### config.mk
export PLATFORM = sky130hd
export DESIGN_NAME = esc_fifo
export DESIGN_NICKNAME = d
export VERILOG_FILES = /design/src/hw/rtl/esc_pkg.sv /design/src/hw/rtl/esc_fifo.sv
export SDC_FILE = /design/constraint.sdc
export NUM_CORES = 1
export LEC_CHECK = 0
export BUFFER_PORTS_ARGS = -buffer_cell sky130_fd_sc_hd__buf_2
export CORE_AREA = 10 10 498 500
export CTS_CLUSTER_SIZE = 14
export DETAILED_ROUTE_END_ITERATION = 6
export DIE_AREA = 0 0 508 510
export GPL_TIMING_DRIVEN = 1
export SYNTH_ARGS = -nofsm -noshare
export SYNTH_HDL_FRONTEND = slang
export SYNTH_SLANG_ARGS = --single-unit
### constraint.sdc
create_clock -name clk_i -period 44.8 [get_ports clk_i]
set_input_delay 8.96 -clock clk_i [delete_from_list [all_inputs] [get_ports clk_i]]
set_output_delay 8.96 -clock clk_i [all_outputs]
set_load 0.1 [all_outputs]
### src/hw/rtl/esc_pkg.sv
package esc_pkg;

  localparam int unsigned CoordW = 48;
  localparam int unsigned RadW = 47;
  localparam int unsigned DiffW = CoordW + 1;
  localparam int unsigned RsumW = RadW + 1;
  localparam int unsigned TimeW = 43;
  localparam int unsigned IdxW = 8;
  localparam int unsigned QuadW = 100;
  localparam int unsigned MulAW = 144;
  localparam int unsigned DigW = 8;
  localparam int unsigned MulDigits = 13;
  localparam int unsigned MulBW = MulDigits * DigW;
  localparam int unsigned ProdW = MulAW + MulBW;
  localparam int unsigned NdigW = 4;
  localparam int unsigned FracW = 16;

  localparam logic [TimeW-1:0] TimeCap = 43'd6553600000000;
  localparam int unsigned MaxBodies = 256;
  localparam int unsigned FifoDepth = 2;

  localparam int unsigned CfgIdxW = 3;
  localparam logic [CfgIdxW-1:0] RegPosX = 3'd0;
  localparam logic [CfgIdxW-1:0] RegPosY = 3'd1;
  localparam logic [CfgIdxW-1:0] RegPosZ = 3'd2;
  localparam logic [CfgIdxW-1:0] RegVelX = 3'd3;
  localparam logic [CfgIdxW-1:0] RegVelY = 3'd4;
  localparam logic [CfgIdxW-1:0] RegVelZ = 3'd5;
  localparam logic [CfgIdxW-1:0] RegRadius = 3'd6;

  typedef struct packed {
    logic signed [CoordW-1:0] other_pos_x;
    logic signed [CoordW-1:0] other_pos_y;
    logic signed [CoordW-1:0] other_pos_z;
    logic signed [CoordW-1:0] other_vel_x;
    logic signed [CoordW-1:0] other_vel_y;
    logic signed [CoordW-1:0] other_vel_z;
    logic [RadW-1:0]          other_radius;
    logic                     last_body;
  } esc_in_t;

  typedef struct packed {
    logic                     hit;
    logic [TimeW-1:0]         hit_time;
    logic signed [CoordW-1:0] impact_x;
    logic signed [CoordW-1:0] impact_y;
    logic signed [CoordW-1:0] impact_z;
    logic [IdxW-1:0]          hit_index;
  } esc_out_t;

  // one preprocessed body handed from front to back
  typedef struct packed {
    logic [DiffW-1:0] av_x;
    logic [DiffW-1:0] av_y;
    logic [DiffW-1:0] av_z;
    logic [DiffW-1:0] bv_x;
    logic [DiffW-1:0] bv_y;
    logic [DiffW-1:0] bv_z;
    logic [RsumW-1:0] rsum;
    logic [DiffW-1:0] psum_x;
    logic [DiffW-1:0] psum_y;
    logic [DiffW-1:0] psum_z;
    logic [DiffW-1:0] vsum_x;
    logic [DiffW-1:0] vsum_y;
    logic [DiffW-1:0] vsum_z;
    logic [IdxW-1:0]  idx;
    logic             last;
  } esc_job_t;

endpackage

### src/hw/rtl/esc_fifo.sv
module esc_fifo #(
  parameter int unsigned Depth = esc_pkg::FifoDepth
) (
  input  logic              clk_i,
  input  logic              rst_ni,
  input  logic              wr_i,
  input  esc_pkg::esc_job_t din_i,
  output logic              full_o,
  input  logic              rd_i,
  output esc_pkg::esc_job_t dout_o,
  output logic              empty_o
);

  localparam int unsigned PtrW = (Depth > 1) ? $clog2(Depth) : 1;
  localparam int unsigned CntW = $clog2(Depth + 1);

  esc_pkg::esc_job_t mem_q [Depth];
  logic [PtrW-1:0] wp_q, rp_q;
  logic [CntW-1:0] cnt_q;
  logic            do_wr, do_rd;

  assign full_o  = (cnt_q == CntW'(Depth));
  assign empty_o = (cnt_q == '0);
  assign do_wr   = wr_i & ~full_o;
  assign do_rd   = rd_i & ~empty_o;
  assign dout_o  = mem_q[rp_q];

  always_ff @(posedge clk_i) begin
    if (do_wr) begin
      mem_q[wp_q] <= din_i;
    end
  end

  always_ff @(posedge clk_i or negedge rst_ni) begin
    if (!rst_ni) begin
      wp_q  <= '0;
      rp_q  <= '0;
      cnt_q <= '0;
    end else begin
      if (do_wr) begin
        wp_q <= (wp_q == PtrW'(Depth - 1)) ? '0 : wp_q + 1'b1;
      end
      if (do_rd) begin
        rp_q <= (rp_q == PtrW'(Depth - 1)) ? '0 : rp_q + 1'b1;
      end
      if (do_wr && !do_rd) begin
        cnt_q <= cnt_q + 1'b1;
      end else if (do_rd && !do_wr) begin
        cnt_q <= cnt_q - 1'b1;
      end
    end
  end

endmodule

After elaboration in Yosys (flattened, before gate mapping)
Memory sizes are Yosys's and may differ from the RTL's. Cells that the tools add are included.

Equality and inequality tests: 1. Bitwise logic cells: 4. Reductions and logical operators: 6. Magnitude comparators: 0. Multiply operators: 0. Add/sub/neg operators: 4. Div/mod/pow operators: 0. Multiplexer cells: 6. Shift-type cells: 0.

Operator list (number): $mux 1 (4); $mux 2 (2); $add 1x1->1 const B (2); $add 2x1->2 const B (1); $and 1x1->1 (2); $eq 2x2->1 const B (1); $logic_and 1x1->1 (2); $logic_not 1->1 (2); $logic_not 2->1 (1); $not 1->1 (2); $reduce_bool 2->1 (1); $sub 2x1->2 const B (1).

Input port bits: 649. Register bits: 4. Bits in writable memories: 1290. Output and inout bits: 647. Memories kept: 1. Latch bits: 0. ROM bits: 0. Word-level logic and storage cells: 25.

Memories: mem_q (words 2, width 645, rd ports 1, clocked after memory_dff 0, write ports 1, line esc_fifo.sv:17) `esc_pkg::esc_job_t mem_q [Depth];`.

Depth between registers and ports, before layout
Word-level depth: 7. Mapped depth: 7. Mapped depth without buffers: 7.

Worst setup path after synthesis
OpenSTA, ideal clock, no wires.

Kind: input-to-reg. Start: input wr_i. End: memory mem_q[0][0] (netlist bit), enable pin. Setup time: 1669 ps. Data arrival time: 35716 ps. Path buffers: 0. Required time: 43131 ps. Stages on the path: 2. Slack: 7415 ps. Cells stage by stage: nand2_1 > nor2_1.

Word-level cells in the longest chain between the ends: 3.

Ends and longest elaborated chain: start: declaration (line esc_fifo.sv:6) `input logic wr_i,`; $and 1x1->1 (line esc_fifo.sv:24) `assign do_wr = wr_i & ~full_o;`; $mux 1 (line esc_fifo.sv:29) `if (do_wr) begin`; $mux 1 (not written as such) (line esc_fifo.sv:30) `mem_q[wp_q] <= din_i;`; end: declaration (line esc_fifo.sv:17).

No other way between the ends.

==> flow_results.xml <==
<?xml version="1.0" encoding="UTF-8"?>
<metrics>
  <group name="logic_synthesis">
    <metric name="yosysMostFrequentCell" unit="">sky130_fd_sc_hd__edfxtp_1</metric>
    <metric name="syn_nets" unit="">2676</metric>
    <metric name="synth_seq_cells" unit="">1294</metric>
    <metric name="synth_flop_cell" unit="">sky130_fd_sc_hd__edfxtp_1</metric>
    <metric name="asyncSetResetFlopFracSynth" unit="%">0.309</metric>
    <metric name="yosysWarningCount" unit="">0</metric>
    <metric name="netlist-cell-type-count" unit="">13</metric>
    <metric name="post_synth_main_area_contributors" unit="">sky130_fd_sc_hd__edfxtp_1 (82%), sky130_fd_sc_hd__mux2_2 (15%), sky130_fd_sc_hd__buf_6 (1.7%), sky130_fd_sc_hd__dfrtp_1 (0.21%), sky130_fd_sc_hd__xnor2_1 (0.056%)</metric>
    <metric name="synth_edf_count" unit="">1290</metric>
    <metric name="synth_top_cell_area_share" unit="%">82.4</metric>
    <metric name="synth_top_cells_by_count" unit="">sky130_fd_sc_hd__edfxtp_1 (1290), sky130_fd_sc_hd__mux2_2 (645), sky130_fd_sc_hd__buf_6 (72)</metric>
    <metric name="netlist.top_cell.by_area" unit="">sky130_fd_sc_hd__edfxtp_1</metric>
    <metric name="synth_area" unit="sq mm">0.0470</metric>
    <metric name="synthCells" unit="">2026</metric>
    <metric name="synth_seq_area_share" unit="%">82.6</metric>
    <metric name="avgSynthCellArea" unit="sq um">23.2</metric>
  </group>
  <group name="worst_setup_path">
    <metric name="cpMostUsedCell" unit="">sky130_fd_sc_hd__buf_4</metric>
    <metric name="worst-setup-path-type" unit="">flop to output pin</metric>
    <metric name="crit_required" unit="ns">35.84</metric>
    <metric name="kind_of_end_point_of_the_critical_path" unit="">output pin</metric>
    <metric name="cp_arrival" unit="ns">5.46</metric>
    <metric name="crit_slowest_cell" unit="">sky130_fd_sc_hd__dfrtp_4</metric>
    <metric name="worst-path-max-fanout" unit="">71</metric>
    <metric name="worst_setup_path_start_kind" unit="">flop</metric>
    <metric name="max_stage_delay" unit="ns">0.88</metric>
    <metric name="crit_path_cell_trace" unit="">buf_4 &gt; buf_4 &gt; buf_4 &gt; buf_4 &gt; mux2_2 &gt; buf_2</metric>
  </group>
  <group name="die">
    <metric name="die_h" unit="microns">510</metric>
    <metric name="ioPinCount" unit="">1296</metric>
    <metric name="placeableCoreArea" unit="sq mm">0.237</metric>
    <metric name="dieArea" unit="sq mm">0.259</metric>
    <metric name="die-width" unit="microns">508</metric>
    <metric name="rows" unit="">179</metric>
    <metric name="initial_utilization" unit="%">19.8</metric>
  </group>
  <group name="route">
    <metric name="ant_nets" unit="">0</metric>
    <metric name="post-route-drc-count" unit="">0</metric>
    <metric name="vias" unit="">26200</metric>
    <metric name="routed_via_density" unit="">3.88</metric>
    <metric name="postRouteWirelength" unit="mm">199</metric>
    <metric name="dr.pass1.iters" unit="">5</metric>
    <metric name="first_iter_violations" unit="">2069</metric>
    <metric name="route.detailed.wl_per_inst" unit="microns">29.4</metric>
  </group>
  <group name="sta">
    <metric name="finalMaxSlewViolations" unit="">0</metric>
    <metric name="finalHoldViolCount" unit="">0</metric>
    <metric name="fin_setup_tns" unit="ns">0</metric>
    <metric name="worstMarginPinSlew" unit="ns">1.16</metric>
    <metric name="final.hold.worst_slack" unit="ns">0.518</metric>
    <metric name="layout_worst_path_cycle_share" unit="%">32.2</metric>
    <metric name="grt_setup_unrepaired" unit="">false</metric>
    <metric name="worst_slew_margin_rel" unit="%">22.7</metric>
    <metric name="layout_min_cycle_time" unit="ns">14.42</metric>
    <metric name="finalSetupViolations" unit="">0</metric>
    <metric name="achievable-frequency" unit="GHz">0.0694</metric>
    <metric name="finalClockSkew" unit="ns">0.0534</metric>
  </group>
  <group name="clock_network">
    <metric name="post_cts_resize_count" unit="">0</metric>
    <metric name="tritoncts_clock_tree" unit="">done</metric>
    <metric name="holdBufCountCts" unit="">0</metric>
    <metric name="worstSkewPairLatency" unit="ns">0.79</metric>
    <metric name="cts-htree-levels" unit="">4</metric>
    <metric name="cts_buffers" unit="">147</metric>
    <metric name="clockBufferDepth" unit="">3</metric>
    <metric name="cts_root_buffer" unit="">sky130_fd_sc_hd__clkbuf_16</metric>
    <metric name="cts_post_setup_buffers_inserted" unit="">0</metric>
    <metric name="cts.reportedPaths.clkPinSlew" unit="ns">0.06</metric>
    <metric name="cts_sinks" unit="">1294</metric>
  </group>
  <group name="grt">
    <metric name="pin_count_of_the_biggest_net_entering_global_routing" unit="">120</metric>
    <metric name="grt_antenna_before_repair" unit="">228</metric>
    <metric name="grt_pass1_wl" unit="mm">253</metric>
    <metric name="first_global_vias" unit="">26400</metric>
    <metric name="remaining_overflow_grt" unit="">0</metric>
    <metric name="groute.usage.overall" unit="%">14.5</metric>
  </group>
  <group name="outcome">
    <metric name="outcome" unit="">complete, no violations</metric>
  </group>
  <group name="final_layout">
    <metric name="num-nets-final" unit="">4079</metric>
    <metric name="postLayoutCoreUtil" unit="%">26.0</metric>
    <metric name="share_of_post_route_cells_with_drive_strength_above_1" unit="%">61.8</metric>
    <metric name="area_growth_syn_to_layout" unit="%">31.4</metric>
  </group>
  <group name="placed_design">
    <metric name="gpl.final_weighted_congestion" unit="">0.858</metric>
    <metric name="detailedPlacementHpwl" unit="mm">161</metric>
    <metric name="portBuffers" unit="">1295</metric>
  </group>
  <group name="min_path">
    <metric name="worstHoldPathType" unit="">flop to flop</metric>
  </group>
  <group name="job">
    <metric name="max_cap_viol_count" unit="">0</metric>
  </group>
</metrics>
## flip-flops by register name, indices dropped and copies added, names as in the netlist
name,count
mem_q,1290
cnt_q,2
rp_q,1
wp_q,1
## cells by family after synthesis
group	Yosys count	synth area share (%)
compound gates	1	0.0106
xor+xnor	5	0.0932
fa+ha+maj	1	0.0266
buf+inv	74	1.74
flops	1294	82.6
mux	645	15.5
simple gates	6	0.0586
## worst paths after layout
kind | endpoint | startpoint | cells after the start | slack (ns)
max | dout_o[588] | rp_q | 6 | 30.38
min | cnt_q[1] | cnt_q[1] | 1 | 0.52
min in group asynchronous | cnt_q[1] | rst_ni | 1 | 7.97
min reg2reg | cnt_q[1] | cnt_q[1] | 1 | 0.52
max reg2reg | mem_q[1][220] | cnt_q[0] | 6 | 39.99
max in group asynchronous | rp_q | rst_ni | 1 | 36.67
## cell usage in the layout, fill, tap and decap left out, drive strengths merged
cell type  count
buf         1326
ha             1
diode         40
inv           11
and3           1
nand2b         1
xnor2          3
nor2           3
clkinvlp       6
xor2           2
o21ai          1
mux2         645
dfrtp          4
clkinv        63
bufinv         8
nand2          1
clkbuf       172
edfxtp      1290
## routing by layer
metal	up-vias	global-route usage, %	share of wire [%]
li1	11000	-	-
met1	13000	15.5	35
met2	1472	23.6	46
met3	527	10.0	15
met4	166	3.24	2.5
met5	-	0	0.54
## per-stage QoR
stage | area [sq um] | std cells | setup WS, ns
3_5_place_dp | 56900 | 6447 | 31.17
6_report | 61800 | 6745 | 30.38
3_3_place_gp | 56900 | 6447 | 31.36
2_1_floorplan | 47000 | 2026 | 7.42
5_1_grt | 61700 | 6719 | 30.10
4_1_cts | 61700 | 6705 | 30.28
## cell type report
class / count / area, sq um
well taps: 3167 / 3960
multi-input cells: 658 / 7360
repair buffers: 1326 / 6730
clock buffers: 172 / 3790
flip-flops and latches: 1294 / 38800
clock inverters: 86 / 973
fillers: 24200 / 176000
inverters: 2 / 7.51
diodes: 40 / 100
## critical path: cells and delay by family (launching register included)
family / cells / cell delay (ns)
DFF: 1 / 0.88
muxes: 1 / 0.32
buffers and inverters: 5 / 3.18
Power is left out: the tool's default activity adds up to more than one toggle a clock period on the data nets, which glitch-free logic cannot reach.
