File: config.mk
export PLATFORM = sky130hd
export DESIGN_NAME = esc_front
export DESIGN_NICKNAME = d
export VERILOG_FILES = /design/src/hw/rtl/esc_pkg.sv /design/src/hw/rtl/esc_front.sv
export SDC_FILE = /design/constraint.sdc
export NUM_CORES = 2
export LEC_CHECK = 0
export BUFFER_PORTS_ARGS = -buffer_cell sky130_fd_sc_hd__buf_2
export CORE_AREA = 5 5 399 401
export CTS_CLUSTER_SIZE = 8
export DETAILED_ROUTE_END_ITERATION = 16
export DIE_AREA = 0 0 404 406
export SKIP_LAST_GASP = 1
export SLEW_MARGIN = 20
export SYNTH_ARGS = -nofsm -noshare
export SYNTH_HDL_FRONTEND = slang
export SYNTH_SLANG_ARGS = --single-unit
export TNS_END_PERCENT = 50
File: constraint.sdc
create_clock -name clk_i -period 11.8 [get_ports clk_i]
set_input_delay 1.77 -clock clk_i [delete_from_list [all_inputs] [get_ports clk_i]]
set_output_delay 1.77 -clock clk_i [all_outputs]
set_load 0.05 [all_outputs]
File: src/hw/rtl/esc_pkg.sv
package esc_pkg;

  localparam int unsigned CoordW = 48;
  localparam int unsigned RadW = 47;
  localparam int unsigned DiffW = CoordW + 1;
  localparam int unsigned RsumW = RadW + 1;
  localparam int unsigned TimeW = 43;
  localparam int unsigned IdxW = 8;
  localparam int unsigned QuadW = 100;
  localparam int unsigned MulAW = 144;
  localparam int unsigned DigW = 8;
  localparam int unsigned MulDigits = 13;
  localparam int unsigned MulBW = MulDigits * DigW;
  localparam int unsigned ProdW = MulAW + MulBW;
  localparam int unsigned NdigW = 4;
  localparam int unsigned FracW = 16;

  localparam logic [TimeW-1:0] TimeCap = 43'd6553600000000;
  localparam int unsigned MaxBodies = 256;
  localparam int unsigned FifoDepth = 2;

  localparam int unsigned CfgIdxW = 3;
  localparam logic [CfgIdxW-1:0] RegPosX = 3'd0;
  localparam logic [CfgIdxW-1:0] RegPosY = 3'd1;
  localparam logic [CfgIdxW-1:0] RegPosZ = 3'd2;
  localparam logic [CfgIdxW-1:0] RegVelX = 3'd3;
  localparam logic [CfgIdxW-1:0] RegVelY = 3'd4;
  localparam logic [CfgIdxW-1:0] RegVelZ = 3'd5;
  localparam logic [CfgIdxW-1:0] RegRadius = 3'd6;

  typedef struct packed {
    logic signed [CoordW-1:0] other_pos_x;
    logic signed [CoordW-1:0] other_pos_y;
    logic signed [CoordW-1:0] other_pos_z;
    logic signed [CoordW-1:0] other_vel_x;
    logic signed [CoordW-1:0] other_vel_y;
    logic signed [CoordW-1:0] other_vel_z;
    logic [RadW-1:0]          other_radius;
    logic                     last_body;
  } esc_in_t;

  typedef struct packed {
    logic                     hit;
    logic [TimeW-1:0]         hit_time;
    logic signed [CoordW-1:0] impact_x;
    logic signed [CoordW-1:0] impact_y;
    logic signed [CoordW-1:0] impact_z;
    logic [IdxW-1:0]          hit_index;
  } esc_out_t;

  // one preprocessed body handed from front to back
  typedef struct packed {
    logic [DiffW-1:0] av_x;
    logic [DiffW-1:0] av_y;
    logic [DiffW-1:0] av_z;
    logic [DiffW-1:0] bv_x;
    logic [DiffW-1:0] bv_y;
    logic [DiffW-1:0] bv_z;
    logic [RsumW-1:0] rsum;
    logic [DiffW-1:0] psum_x;
    logic [DiffW-1:0] psum_y;
    logic [DiffW-1:0] psum_z;
    logic [DiffW-1:0] vsum_x;
    logic [DiffW-1:0] vsum_y;
    logic [DiffW-1:0] vsum_z;
    logic [IdxW-1:0]  idx;
    logic             last;
  } esc_job_t;

endpackage

File: src/hw/rtl/esc_front.sv
module esc_front (
  input  logic                            clk_i,
  input  logic                            rst_ni,
  input  logic                            push_i,
  input  esc_pkg::esc_in_t                item_i,
  input  logic                            cfg_valid_i,
  output logic                            cfg_ready_o,
  input  logic [esc_pkg::CfgIdxW-1:0]     cfg_index_i,
  input  logic [esc_pkg::CoordW-1:0]      cfg_data_i,
  input  logic                            fifo_full_i,
  output logic                            wr_o,
  output esc_pkg::esc_job_t               job_o
);

  localparam int unsigned CntW = esc_pkg::IdxW + 1;
  localparam logic [CntW-1:0] WrapAt =
    CntW'((esc_pkg::MaxBodies < 256) ? esc_pkg::MaxBodies : 256);

  logic [esc_pkg::CoordW-1:0] sp_x_q, sp_y_q, sp_z_q;
  logic [esc_pkg::CoordW-1:0] sv_x_q, sv_y_q, sv_z_q;
  logic [esc_pkg::RadW-1:0]   rad_q;
  logic [esc_pkg::IdxW-1:0]   cnt_q;
  logic [CntW-1:0]            cnt_inc;

  assign cfg_ready_o = 1'b1;
  assign wr_o        = push_i & ~fifo_full_i;
  assign cnt_inc     = {1'b0, cnt_q} + CntW'(1);

  always_comb begin
    job_o.av_x   = {item_i.other_vel_x[47], item_i.other_vel_x} - {sv_x_q[47], sv_x_q};
    job_o.av_y   = {item_i.other_vel_y[47], item_i.other_vel_y} - {sv_y_q[47], sv_y_q};
    job_o.av_z   = {item_i.other_vel_z[47], item_i.other_vel_z} - {sv_z_q[47], sv_z_q};
    job_o.bv_x   = {item_i.other_pos_x[47], item_i.other_pos_x} - {sp_x_q[47], sp_x_q};
    job_o.bv_y   = {item_i.other_pos_y[47], item_i.other_pos_y} - {sp_y_q[47], sp_y_q};
    job_o.bv_z   = {item_i.other_pos_z[47], item_i.other_pos_z} - {sp_z_q[47], sp_z_q};
    job_o.rsum   = {1'b0, item_i.other_radius} + {1'b0, rad_q};
    job_o.psum_x = {item_i.other_pos_x[47], item_i.other_pos_x} + {sp_x_q[47], sp_x_q};
    job_o.psum_y = {item_i.other_pos_y[47], item_i.other_pos_y} + {sp_y_q[47], sp_y_q};
    job_o.psum_z = {item_i.other_pos_z[47], item_i.other_pos_z} + {sp_z_q[47], sp_z_q};
    job_o.vsum_x = {item_i.other_vel_x[47], item_i.other_vel_x} + {sv_x_q[47], sv_x_q};
    job_o.vsum_y = {item_i.other_vel_y[47], item_i.other_vel_y} + {sv_y_q[47], sv_y_q};
    job_o.vsum_z = {item_i.other_vel_z[47], item_i.other_vel_z} + {sv_z_q[47], sv_z_q};
    job_o.idx    = cnt_q;
    job_o.last   = item_i.last_body;
  end

  always_ff @(posedge clk_i or negedge rst_ni) begin
    if (!rst_ni) begin
      sp_x_q <= '0;
      sp_y_q <= '0;
      sp_z_q <= '0;
      sv_x_q <= '0;
      sv_y_q <= '0;
      sv_z_q <= '0;
      rad_q  <= '0;
      cnt_q  <= '0;
    end else begin
      if (cfg_valid_i) begin
        case (cfg_index_i)
          esc_pkg::RegPosX:   sp_x_q <= cfg_data_i;
          esc_pkg::RegPosY:   sp_y_q <= cfg_data_i;
          esc_pkg::RegPosZ:   sp_z_q <= cfg_data_i;
          esc_pkg::RegVelX:   sv_x_q <= cfg_data_i;
          esc_pkg::RegVelY:   sv_y_q <= cfg_data_i;
          esc_pkg::RegVelZ:   sv_z_q <= cfg_data_i;
          esc_pkg::RegRadius: rad_q  <= cfg_data_i[esc_pkg::RadW-1:0];
          default: ;
        endcase
      end
      if (wr_o) begin
        // restart the scan count on the last body or at the wrap point
        if (item_i.last_body || cnt_inc >= WrapAt) begin
          cnt_q <= '0;
        end else begin
          cnt_q <= cnt_inc[esc_pkg::IdxW-1:0];
        end
      end
    end
  end

endmodule

# Word level (Yosys, flattened, before mapping)
# Cells that the tools add are included.
# W data, S select, Z words.
[op_classes] add_sub_neg=14 magnitude_cmp=1 n_eq_ne=6 n_mux=1 n_bitwise=2 reduce_logical=9
[op_table] operator="$add A48 B48 Y49" n=6
[op_table] operator="$sub A48 B48 Y49" n=6
[op_table] operator="$add A47 B47 Y48" n=1
[op_table] operator="$reduce_and A2 Y1" n=7
[op_table] operator="$add A8 B1 Y9 const B" n=1
[op_table] operator="$eq A3 B3 Y1 const B" n=3
[op_table] operator="$ge A9 B9 Y1 const B" n=1
[op_table] operator="$mux W8" n=1
[op_table] operator="$eq A3 B2 Y1 const B" n=2
[op_table] operator="$eq A3 B1 Y1 const B" n=1
[op_table] operator="$logic_not A3 Y1" n=1
[op_table] operator="$and A1 B1 Y1" n=1
[op_table] operator="$logic_or A1 B1 Y1" n=1
[op_table] operator="$not A1 Y1" n=1
[totals] ff_bits=343 output_inout_bits=647

# Logic depth before layout (Yosys ltp)
[depth] word_depth=4 ltp_mapped=15 mapped_depth_nobuf=15

# Least setup slack after synthesis
# No wires, ideal clock.
[synth_path] path_kind="input to output" startpoint="input item_i[48] in the netlist's numbering" endpoint="output job_o[57] in the netlist's numbering" arrival_time_ns=5.656 slack_ns=4.374 stages=14 n_path_buf=0 path_cell_list="ha_1 -> fa_1 -> nor2b_1 -> o311ai_2 -> a221oi_1 -> o21ai_1 -> a22o_1 -> o31ai_1 -> a21o_1 -> o41a_1 -> a211o_2 -> a21boi_1 -> nor2_1 -> o21ai_0"
[synth_rtl] element="start, declared" line_no="esc_front.sv:5" text="input esc_pkg::esc_in_t item_i,"
[synth_rtl] element="end, declared" line_no="esc_front.sv:12" text="output esc_pkg::esc_job_t job_o"

==> flow_metrics.env <==
export IMPL_syn_inst=6074
export IMPL_ys_async_sr_fraction=1.00
export IMPL_htree_num_levels=2
export IMPL_hold_path_class="reg2reg"
export IMPL_finClkSkew_ns=0.00668
export IMPL_synth_seq_area_share=0.186
export IMPL_clk_path_buf_depth=3
export IMPL_reg2reg_from="cnt_q[0]$_DFFE_PN0P_"
export IMPL_clk_pin_slew_ns=0.05
export IMPL_cts_tree="done"
export IMPL_layout_common_cells="buf_2, a21oi_1, ha_1"
export IMPL_io_buffer_count=1037
export IMPL_leakage_nw=25.6
export IMPL_finalMaxSlewViolations=0
export IMPL_cp_startpoint="item_i[50]"
export IMPL_dp_cells=8882
export IMPL_sequentialPowerShare=0.105
export IMPL_synth_edff_count=0
export IMPL_drc=0
export IMPL_setup_viol=0
export IMPL_crit_type="in2out"
export IMPL_internal_power_mw=5.31
export IMPL_worstMarginPinSlew_ns=1.16
export IMPL_p_clk_frac=0.109
export IMPL_holdCritStartpoint="rad_q[35]$_DFFE_PN0P_"
export IMPL_final_common_cell="buf_2"
export IMPL_syn2layout_area_growth_pct=18.5
export IMPL_yosys_area_top_type="dfrtp_1"
export IMPL_fin_crit_sh=0.694
export IMPL_clock_sinks=343
export IMPL_via_per_inst=5.41
export IMPL_finalHoldViolCount=0
export IMPL_grtUsageTotal=0.275
export IMPL_final_nets=7911
export IMPL_endpoint_kind="output port"
export IMPL_wl_per_cell_um=26.3
export IMPL_gr_total_overflow=0
export IMPL_synth_top_cells_by_area="dfrtp_1, ha_1, xnor2_1"
export IMPL_fp_dieW_um=404
export IMPL_clock_root_buffer="clkbuf_16"
export IMPL_cts_inserted_buffers=56
export IMPL_synth_area_per_cell_um2=7.60
export IMPL_ys_warn_count=0
export IMPL_insertion_delay_ns=0.64
export IMPL_switchingPower_mw=9.88
export IMPL_fmax_mhz=122
export IMPL_dieHeight_um=406
export IMPL_syn_nets=7103
export IMPL_stdcell_count=9024
export IMPL_gp_congestion=1.01
export IMPL_coreArea_um2=155000
export IMPL_synth_distinct_cells=108
export IMPL_synth_top_area_share=0.186
export IMPL_ant_nets=0
export IMPL_crit_required_ns=10.03
export IMPL_grt_max_degree=103
export IMPL_dp_hpwl_mm=201
export IMPL_crit_path_start_kind="input port"
export IMPL_fin_crit_ns=8.19
export IMPL_synth_ff_type="dfrtp_1"
export IMPL_cts_resized=0
export IMPL_die_area_um2=164000
export IMPL_syn_cell_area_um2=46100
export IMPL_dr_pass1_iters=6
export IMPL_path_max_fanout=7
export IMPL_synth_seq_cells=343
export IMPL_start_util=0.297
export IMPL_wirelength_mm=238
export IMPL_vias=48800
export IMPL_tns_ns=0
export IMPL_drive_above_1_share=0.199
export IMPL_drv_cap=0
export IMPL_rsz0062_at_grt="false"
export IMPL_antenna_found_initial=129
export IMPL_vdd_drop_max_mv=0.343
export IMPL_grt_pass1_vias=48100
export IMPL_powerDensity_nw_per_um2=278
export IMPL_fin_total_pwr_mw=15.2
export IMPL_slew_headroom=0.217
export IMPL_ctsHoldBuffers=0
export IMPL_post_cts_setup_buffers=0
export IMPL_rows=145
export IMPL_pin_count=1039
export IMPL_dr_first_iter_drc_count=3751
export IMPL_swShare=0.650
export IMPL_p_comb_frac=0.786
export IMPL_status="finished, final reports clean"
export IMPL_cp_data_arrival_time_ns=6.42
export IMPL_grt_first_pass_wirelength_mm=335
## routing by layer
| metal | up-vias | GRT usage | part of all wire |
|---|---|---|---|
| met5 | - | 0 | 0.0017 |
| met4 | 64 | 0.108 | 0.046 |
| met3 | 440 | 0.0921 | 0.10 |
| met2 | 2044 | 0.466 | 0.46 |
| met1 | 23400 | 0.320 | 0.39 |
| li1 | 22800 | - | - |
## sequential cells by signal, summed over array words and instances (netlist names)
signal  cells
sp_y_q     48
sv_y_q     48
rad_q      47
cnt_q       8
sp_z_q     48
sp_x_q     48
sv_z_q     48
sv_x_q     48
## worst max-delay path, cell delays in order
cell and delay (ns):
buf_2 0.11, ha_1 0.43, o21a_1 0.16, o31a_1 0.17, nor4_1 0.08, o31ai_1 0.83
a31oi_1 0.25, o31ai_1 0.29, a21oi_1 0.14, o31ai_1 0.95, a21oi_1 0.31, o21ai_0 0.25
a21oi_1 0.11, xnor2_1 0.24, buf_2 0.31
## power groups by stage
stage	clock [mW]	sequential, mW	combinational, mW
after global placement	0	1.60	11.9
after global routing	1.75	1.63	12.5
after detailed placement	0	1.61	11.8
after floorplan	0	1.57	8.42
after CTS	1.72	1.59	11.9
final	1.66	1.60	11.9
## path summary, 6_finish.rpt
| path | endpoint | slack, ns | cells after the start |
|---|---|---|---|
| worst max-delay path | job_o[539] | 3.61 | 15 |
| max in group asynchronous | sv_z_q[36]$_DFFE_PN0P_ | 8.71 | 3 |
| worst min register to register | rad_q[35]$_DFFE_PN0P_ | 0.51 | 1 |
| min in group asynchronous | sv_y_q[2]$_DFFE_PN0P_ | 1.08 | 1 |
| worst max register to register | cnt_q[3]$_DFFE_PN0P_ | 9.91 | 6 |
| worst min-delay path | rad_q[35]$_DFFE_PN0P_ | 0.51 | 1 |
## synth_stat cells (15+ instances only)
library cell  number
a211oi_1          33
a21o_1           138
a21oi_1          647
a221oi_1          15
a311oi_1          15
a31oi_1           60
and3_1            27
buf_1             24
buf_2             41
clkbuf_1         228
dfrtp_1          343
ha_1             624
inv_1            574
mux2_2           147
nand2_1          440
nand2b_1          70
nand3_1           77
nand4_1           77
nor2_1           560
nor2b_1           64
nor3_1           107
nor4_1            63
o211ai_1          24
o21a_1            41
o21ai_0          424
o21ai_1           21
o21bai_1         165
o31a_1            22
o31ai_1           79
or3_1             25
xnor2_1          495
xor2_1            82
## layout make-up
type	count	area, µm²
fillers	16800	101000
multi-input cells	4832	34100
flip-flops and latches	343	8580
clock buffers	78	1580
repair buffers	1059	5380
inverters	590	2210
well taps	2058	2570
diodes	53	133
clock inverters	11	155
## stage by stage
| stage | util | setup WS (ns) | area (µm²) | hold slack, ns |
|---|---|---|---|---|
| 2_1_floorplan | - | 4.37 | 46100 | 0.484 |
| 3_3_place_gp | 0.340 | 3.72 | 52800 | 0.491 |
| 3_5_place_dp | 0.340 | 3.70 | 52800 | 0.500 |
| 4_1_cts | 0.351 | 3.71 | 54600 | 0.511 |
| 5_1_grt | 0.352 | 3.45 | 54600 | 0.515 |
| 6_report | 0.352 | 3.61 | 54700 | 0.509 |
## cells by family after synthesis
family	share of synthesized area
adders and majority gates	0.175
AOI/OAI and AO/OA	0.259
other	0.0000813
xor gates and xnor gates	0.110
and+or+nand+nor	0.159
DFF	0.186
muxes	0.0359
buffers and inverters	0.0758
No activity file was read; power rests on OpenSTA's default activity.
